--- src/hw/rtl/line_period_correlation_tracker_defines.svh ---
// Assertion macros shared by the line period correlation tracker.
`ifndef LINE_PERIOD_CORRELATION_TRACKER_DEFINES_SVH
`define LINE_PERIOD_CORRELATION_TRACKER_DEFINES_SVH

// Same-cycle implication, checked on every clock edge outside reset.
`define LPCT_ASSERT_NOW(lbl, ante, cons) \
  lbl: assert property (@(posedge clk) disable iff (rst) (ante) |-> (cons)) \
    else $error("lpct assertion failed");

// Next-cycle implication, checked on every clock edge outside reset.
`define LPCT_ASSERT_NEXT(lbl, ante, cons) \
  lbl: assert property (@(posedge clk) disable iff (rst) (ante) |=> (cons)) \
    else $error("lpct assertion failed");

`endif

--- src/hw/rtl/lpct_pkg.sv ---
// ----------------------------------------------------------------------------
// lpct_pkg
// Constants and control types shared by the line period correlation tracker.
// ----------------------------------------------------------------------------
package lpct_pkg;

  localparam int LINE_DEPTH  = 8192;
  localparam int LINE_AW     = 13;
  localparam int LAG_DEPTH   = 1024;
  localparam int LAG_AW      = 10;
  localparam int SAMPLE_BITS = 16;
  localparam int CORR_W      = 54;
  localparam int LEAK_SHIFT  = 20;
  localparam int GAIN_SHIFT  = 10;
  localparam int MAG_SHIFT   = 22;
  localparam int H_W         = 13;
  localparam int MIN_HTOTAL  = 64;
  localparam int MAX_HTOTAL  = 4096;
  localparam int MAX_SPAN    = (LAG_DEPTH - 1) / 2;
  localparam int DIV_STEPS   = 39;
  localparam int DRAIN_LAST  = 4;
  localparam int PEAK_W      = 10;
  localparam int RATE_W      = 32;
  localparam int HTOTAL_RST  = 2200;

  // Commands from the controller to the datapath.
  typedef struct packed {
    logic              clr;
    logic              prep;
    logic              oread;
    logic              olatch;
    logic              issue;
    logic [LAG_AW-1:0] lag;
    logic              div_init;
    logic              div_step;
    logic              rate;
    logic              emit;
  } lpct_cmd_t;

  // Status from the datapath to the controller.
  typedef struct packed {
    logic [LAG_AW-1:0] last_lag;
  } lpct_sts_t;

endpackage

--- src/hw/rtl/lpct_ctrl.sv ---
// ----------------------------------------------------------------------------
// lpct_ctrl
// Sequencer: clearing pass, set-up, lag sweep, pipeline drain, divide, rate update and emit.
// ----------------------------------------------------------------------------
module lpct_ctrl
  import lpct_pkg::*;
(
  input  logic      clk,
  input  logic      rst,
  input  logic      in_valid,
  input  logic      in_update,
  output logic      in_ready,
  input  logic      out_ready,
  output logic      out_valid,
  input  lpct_sts_t sts,
  output lpct_cmd_t cmd
);

  typedef enum logic [3:0] {
    S_CLEAR, S_IDLE, S_PREP, S_OREAD, S_OLATCH, S_SWEEP, S_DRAIN, S_DIVI, S_DIV,
    S_RATE, S_EMIT
  } state_t;

  state_t            state;
  logic [LAG_AW-1:0] cnt;
  logic              emit_ok;

  assign in_ready = (state == S_IDLE);
  assign emit_ok  = (state == S_EMIT) && (!out_valid || out_ready);

  // Commands decoded from the state.
  always_comb begin
    cmd          = '0;
    cmd.lag      = cnt;
    cmd.clr      = (state == S_CLEAR);
    cmd.prep     = (state == S_PREP);
    cmd.oread    = (state == S_OREAD);
    cmd.olatch   = (state == S_OLATCH);
    cmd.issue    = (state == S_SWEEP);
    cmd.div_init = (state == S_DIVI);
    cmd.div_step = (state == S_DIV);
    cmd.rate     = (state == S_RATE);
    cmd.emit     = emit_ok;
  end

  // State, step counter and output valid flag.
  always_ff @(posedge clk) begin
    if (rst) begin
      state     <= S_CLEAR;
      cnt       <= '0;
      out_valid <= 1'b0;
    end else begin
      if (emit_ok) begin
        out_valid <= 1'b1;
      end else if (out_ready) begin
        out_valid <= 1'b0;
      end
      case (state)
        S_CLEAR: begin
          cnt <= cnt + 1'b1;
          if (cnt == LAG_AW'(LAG_DEPTH - 1)) begin
            state <= S_IDLE;
          end
        end
        S_IDLE: begin
          cnt <= '0;
          if (in_valid) begin
            state <= in_update ? S_PREP : S_EMIT;
          end
        end
        S_PREP:   state <= S_OREAD;
        S_OREAD:  state <= S_OLATCH;
        S_OLATCH: state <= S_SWEEP;
        S_SWEEP: begin
          cnt <= cnt + 1'b1;
          if (cnt == sts.last_lag) begin
            cnt   <= '0;
            state <= S_DRAIN;
          end
        end
        S_DRAIN: begin
          cnt <= cnt + 1'b1;
          if (cnt == LAG_AW'(DRAIN_LAST)) begin
            cnt   <= '0;
            state <= S_DIVI;
          end
        end
        S_DIVI: state <= S_DIV;
        S_DIV: begin
          cnt <= cnt + 1'b1;
          if (cnt == LAG_AW'(DIV_STEPS - 1)) begin
            cnt   <= '0;
            state <= S_RATE;
          end
        end
        S_RATE: state <= S_EMIT;
        S_EMIT: begin
          if (emit_ok) begin
            state <= S_IDLE;
          end
        end
        default: state <= S_IDLE;
      endcase
    end
  end

endmodule

--- config.mk ---
export PLATFORM = sky130hd
export DESIGN_NAME = lpct_ctrl
export DESIGN_NICKNAME = d
export VERILOG_FILES = /design/src/hw/rtl/line_period_correlation_tracker_defines.svh /design/src/hw/rtl/lpct_pkg.sv /design/src/hw/rtl/lpct_ctrl.sv
export SDC_FILE = /design/constraint.sdc
export NUM_CORES = 1
export LEC_CHECK = 0
export ABC_CLOCK_PERIOD_IN_PS = 5800
export BUFFER_PORTS_ARGS = -buffer_cell sky130_fd_sc_hd__buf_2
export CAP_MARGIN = 20
export CELL_PAD_IN_SITES_DETAIL_PLACEMENT = 1
export CELL_PAD_IN_SITES_GLOBAL_PLACEMENT = 1
export CORE_ASPECT_RATIO = 0.5
export CORE_MARGIN = 3
export CORE_UTILIZATION = 38
export DETAILED_ROUTE_END_ITERATION = 10
export PLACE_DENSITY_LB_ADDON = 0.1
export SETUP_SLACK_MARGIN = 0.05
export SLEW_MARGIN = 20
export SYNTH_ARGS = -nofsm -noshare
export SYNTH_HDL_FRONTEND = slang
export SYNTH_SLANG_ARGS = --single-unit
--- constraint.sdc ---
create_clock -name clk -period 5.8 [get_ports clk]
set_input_delay 0.87 -clock clk [delete_from_list [all_inputs] [get_ports clk]]
set_output_delay 0.87 -clock clk [all_outputs]
set_load 0.02 [all_outputs]
[Word level (Yosys, flattened, before mapping)]
Index checks and enable logic that the tools add are counted.
Storage, ports and cells
  input port bits: 15
  memory bits (read-only): 0
  memories kept: 0
  logic and storage cells: 45
  bits in latches: 0
  memory bits (writable): 0
  flip-flop bits (word level): 15
  output and inout bits: 21
Cells by class
  shift-type cells: 0
  $lt $le $gt $ge: 0
  muxes and demuxes: 14
  add/sub/neg operators: 1
  bitwise gates (word level): 0
  multiply operators: 0
  div/mod/pow operators: 0
  reductions and logical operators: 7
  eq/ne operators: 20
Operator list (count)
  case mux 10 bit (5 select lines): 1
  case mux 4 bit (11 select lines): 1
  two-way mux 10 bit: 3
  two-way mux 4 bit: 7
  == test 4 x 3 -> 1 bit (second input constant): 4
  == test 4 bit (second input constant): 3
  adder 10 x 1 -> 10 bit (second input constant): 1
  == test 10 bit: 1
  == test 10 bit (second input constant): 1
  == test 10 x 3 -> 1 bit (second input constant): 1
  == test 10 x 6 -> 1 bit (second input constant): 1
  == test 4 x 2 -> 1 bit (second input constant): 2
  inequality test 2 x 1 -> 1 bit (second input constant): 3
  inequality test 2 bit (second input constant): 3
  AND reduction 6 bit: 1
  nonzero test 5 bit: 1
  == test 4 x 1 -> 1 bit (second input constant): 1
  logical NOT 4 bit: 1
  two-way mux 1 bit: 2
  nonzero test 2 bit: 1
  logical AND 1 bit: 1
  logical NOT 1 bit: 1
  logical OR 1 bit: 1

[Longest topological paths before layout]
  depth after elaboration: 5
  gate-level depth with buffers: 7
  depth with buffers taken out: 7

[Worst setup path before layout]
OpenSTA, ideal clock, no wires.
  kind: register to output
  start point: register state[0]
  end point: output cmd[1] in the netlist's numbering
  required time: 4.930 ns
  path slack: 3.439 ns
  buffers on the path: 2
  arrival time: 1.491 ns
  cell stages (with the launch flop): 5
  cell sequence: dfxtp_1 > clkbuf_1 > buf_1 > nand2_1 > nor3b_1
RTL lines
  from (decl): RTL line lpct_ctrl.sv:24  | state_t state;
  from (signal assigned): RTL line lpct_ctrl.sv:68  | state <= in_update ? S_PREP : S_EMIT;
  to (decl): RTL line lpct_ctrl.sv:16  | output lpct_cmd_t cmd

==> flow_summary_export.csv <==
group,metric,value,unit
routing,dr.first_iter.drc_count,30,
final_layout,layout-drive-gt1-share,25.9,%
sta,tns,0,ns
clock_tree,cts_made_buffers,3,
routing,via_count,1119,
clock_tree,post_cts_resized,0,
yosys,synth_area_leaders,"dfxtp_1 (27%), xnor2_1 (12%), nand2_1 (5.1%)",
clock_tree,clk_pin_slew,0.06,ns
setup_path,worstPathArrival,1.71,ns
setup_path,required,4.93,ns
floorplan,dieHeight,44.0,um
setup_path,crit_type,"reg -> out",
sta,worst_slew_pin_slew,0.828,ns
pwr,ir_drop,0.144,mV
sta,finClkSkew,0.00839,ns
status,run_status,"finished, final reports clean",
grt,grt_max_degree,20,
final_layout,finalNonFillerCells,207,
final_layout,final_cell_area,1320,sq um
routing,via_per_inst,5.41,
placement,port-buffer-count,35,
placement,placed_area,1270,sq um
pwr,p_leak,0.522,nW
sta,min_period_over_period,44.5,%
sta,maxSlewViolCount,0,
routing,postRouteAntennaNets,0,
final_layout,areaGrowthSynthToFinish,20.5,%
yosys,syn-num-nets,158,
yosys,synth_area,1100,sq um
clock_tree,cts_setup_buffers,0,
sta,hold_viol_final,0,
clock_tree,clockRootBuffer,"clkbuf_8",
setup_path,critPathLaunchType,"flip-flop",
placement,dpl.cell_count,203,
clock_tree,tritoncts,"built",
clock_tree,clock_latency,0.26,ns
routing,drc_errors,0,
yosys,async_flop_share,0,%
final_layout,fillers,353,
grt,antenna_found_initial,0,
hold_path,hold_class,"reg -> reg",
clock_tree,cts_hold_buf,0,
clock_tree,htree_num_levels,1,
placement,hpwl,2350,um
setup_path,worstSetupEndpointType,"primary output",
clock_tree,clkSinkCount,15,
setup_path,crit_fanout,17,
sta,rsz0062_at_grt,"false",
floorplan,core,2670,sq um
yosys,netlist_instances,140,
routing,wl_per_cell,15.0,um
yosys,synth_seq_cells,15,
sta,timing.slew.headroom,44.8,%
floorplan,rows,13,
yosys,yosysSeqAreaShare,27.4,%
final_layout,nNetsFinal,189,
grt,grt_pass1_vias,1058,
yosys,synth_top_area_share,27.4,%
floorplan,ios,36,
yosys,synth_edf_count,0,
grt,grt_usage,19.0,%
yosys,synth_cell_types,40,
final_layout,n_antenna_cell,0,
yosys,ys_warn_count,0,
yosys,ys_top_cells_by_count,"dfxtp_1 (15), nand2_1 (15), xnor2_1 (15), nor2_1 (13), nor3_1 (9)",
pwr,power.density,344,nW/um^2
routing,wirelength,3110,um
placement,gp_congestion,0.772,
sta,fin_crit,2.58,ns
grt,grt_pass1_wl,5170,um
sta,setup_viol,0,
yosys,synth_top_area_cell,"dfxtp_1",
yosys,synth-main-ff-cell,"dfxtp_1",
floorplan,dieArea,3600,sq um
clock_tree,clockBufferDepth,2,
floorplan,die_w,82.0,um
floorplan,initial_core_util,41.1,%
job,cap_viol_max_count,0,
routing,first_pass_iters,4,
sta,max_freq,388,MHz
yosys,syn_area_per_cell,7.83,sq um
grt,grt_overflow,0,
==> placed cells by master (no fill, tap or decap), types with 3 or more instances in the layout <==
cell type	count
nand2_1	15
xor2_1	5
ha_1	3
a21oi_1	3
nand2b_1	3
o21ai_0	3
dfxtp_1	15
nor4b_1	3
nand4_1	6
clkbuf_8	3
nor2_1	13
buf_2	35
inv_1	7
or3_1	3
xnor2_1	15
nor3_1	9
==> power breakdown <==
group	leakage [nW]	switching, mW	internal, mW
registers	0.122	0.0488	0.118
clock network	0.0217	0.0417	0.0483
logic	0.378	0.115	0.0823
total	0.522	0.205	0.249
==> critical path: stages, from the launching register on <==
cell	delay, ns
dfxtp_1	0.64
nor4b_1	0.55
buf_2	0.27
==> flip-flops by register name, summed over array words and instances (netlist names) <==
register / flops
out_valid: 1
cnt: 10
state: 4
==> path summary, 6_finish.rpt <==
path | from | depth (start not counted) | slack, ns | endpoint
max | state[3] | 2 | 3.22 | cmd[2]
max reg2reg | state[0] | 5 | 3.37 | cnt[9]
min reg2reg | out_valid | 2 | 0.56 | out_valid
min | out_valid | 2 | 0.56 | out_valid
==> kinds of logic after synthesis <==
family | Yosys count | synth area share [%]
AO/OA/AOI/OAI | 22 | 15.0
XOR/XNOR | 20 | 16.0
adder cells (fa/ha/maj) | 3 | 3.43
buffers and inverters | 16 | 6.51
flip-flops | 15 | 27.4
multiplexers | 2 | 1.94
AND/OR/NAND/NOR | 62 | 29.8
==> layer usage <==
| metal | up-vias | routed length [um] | track usage, % |
|---|---|---|---|
| li1 | 555 | - | - |
| met1 | 539 | 1490 | 24.5 |
| met2 | 21 | 1470 | 31.9 |
| met4 | 0 | 22 | 3.31 |
| met5 | - | 0 | 0 |
| met3 | 4 | 130 | 5.81 |
==> cell type report <==
type	count	area, sq um	share of cell area [%]
inverters	7	26.3	1.99
clock inverters	1	7.51	0.568
well taps	37	46.3	3.50
flip-flops and latches	15	300	22.7
multi-input cells	109	724	54.8
clock buffers	3	41.3	3.12
repair buffers	35	175	13.3
==> through the flow <==
stage	hold WS (ns)	power [mW]	worst slack (ns)	utilization, %
after floorplan	0.602	0.305	3.44	-
after global placement	0.546	0.362	3.10	47.7
after detailed placement	0.556	0.366	3.10	47.7
after CTS	0.566	0.457	3.21	49.5
after global routing	0.607	0.490	3.04	49.5
final	0.557	0.454	3.22	49.5
Power figures use the tool's default switching activity.
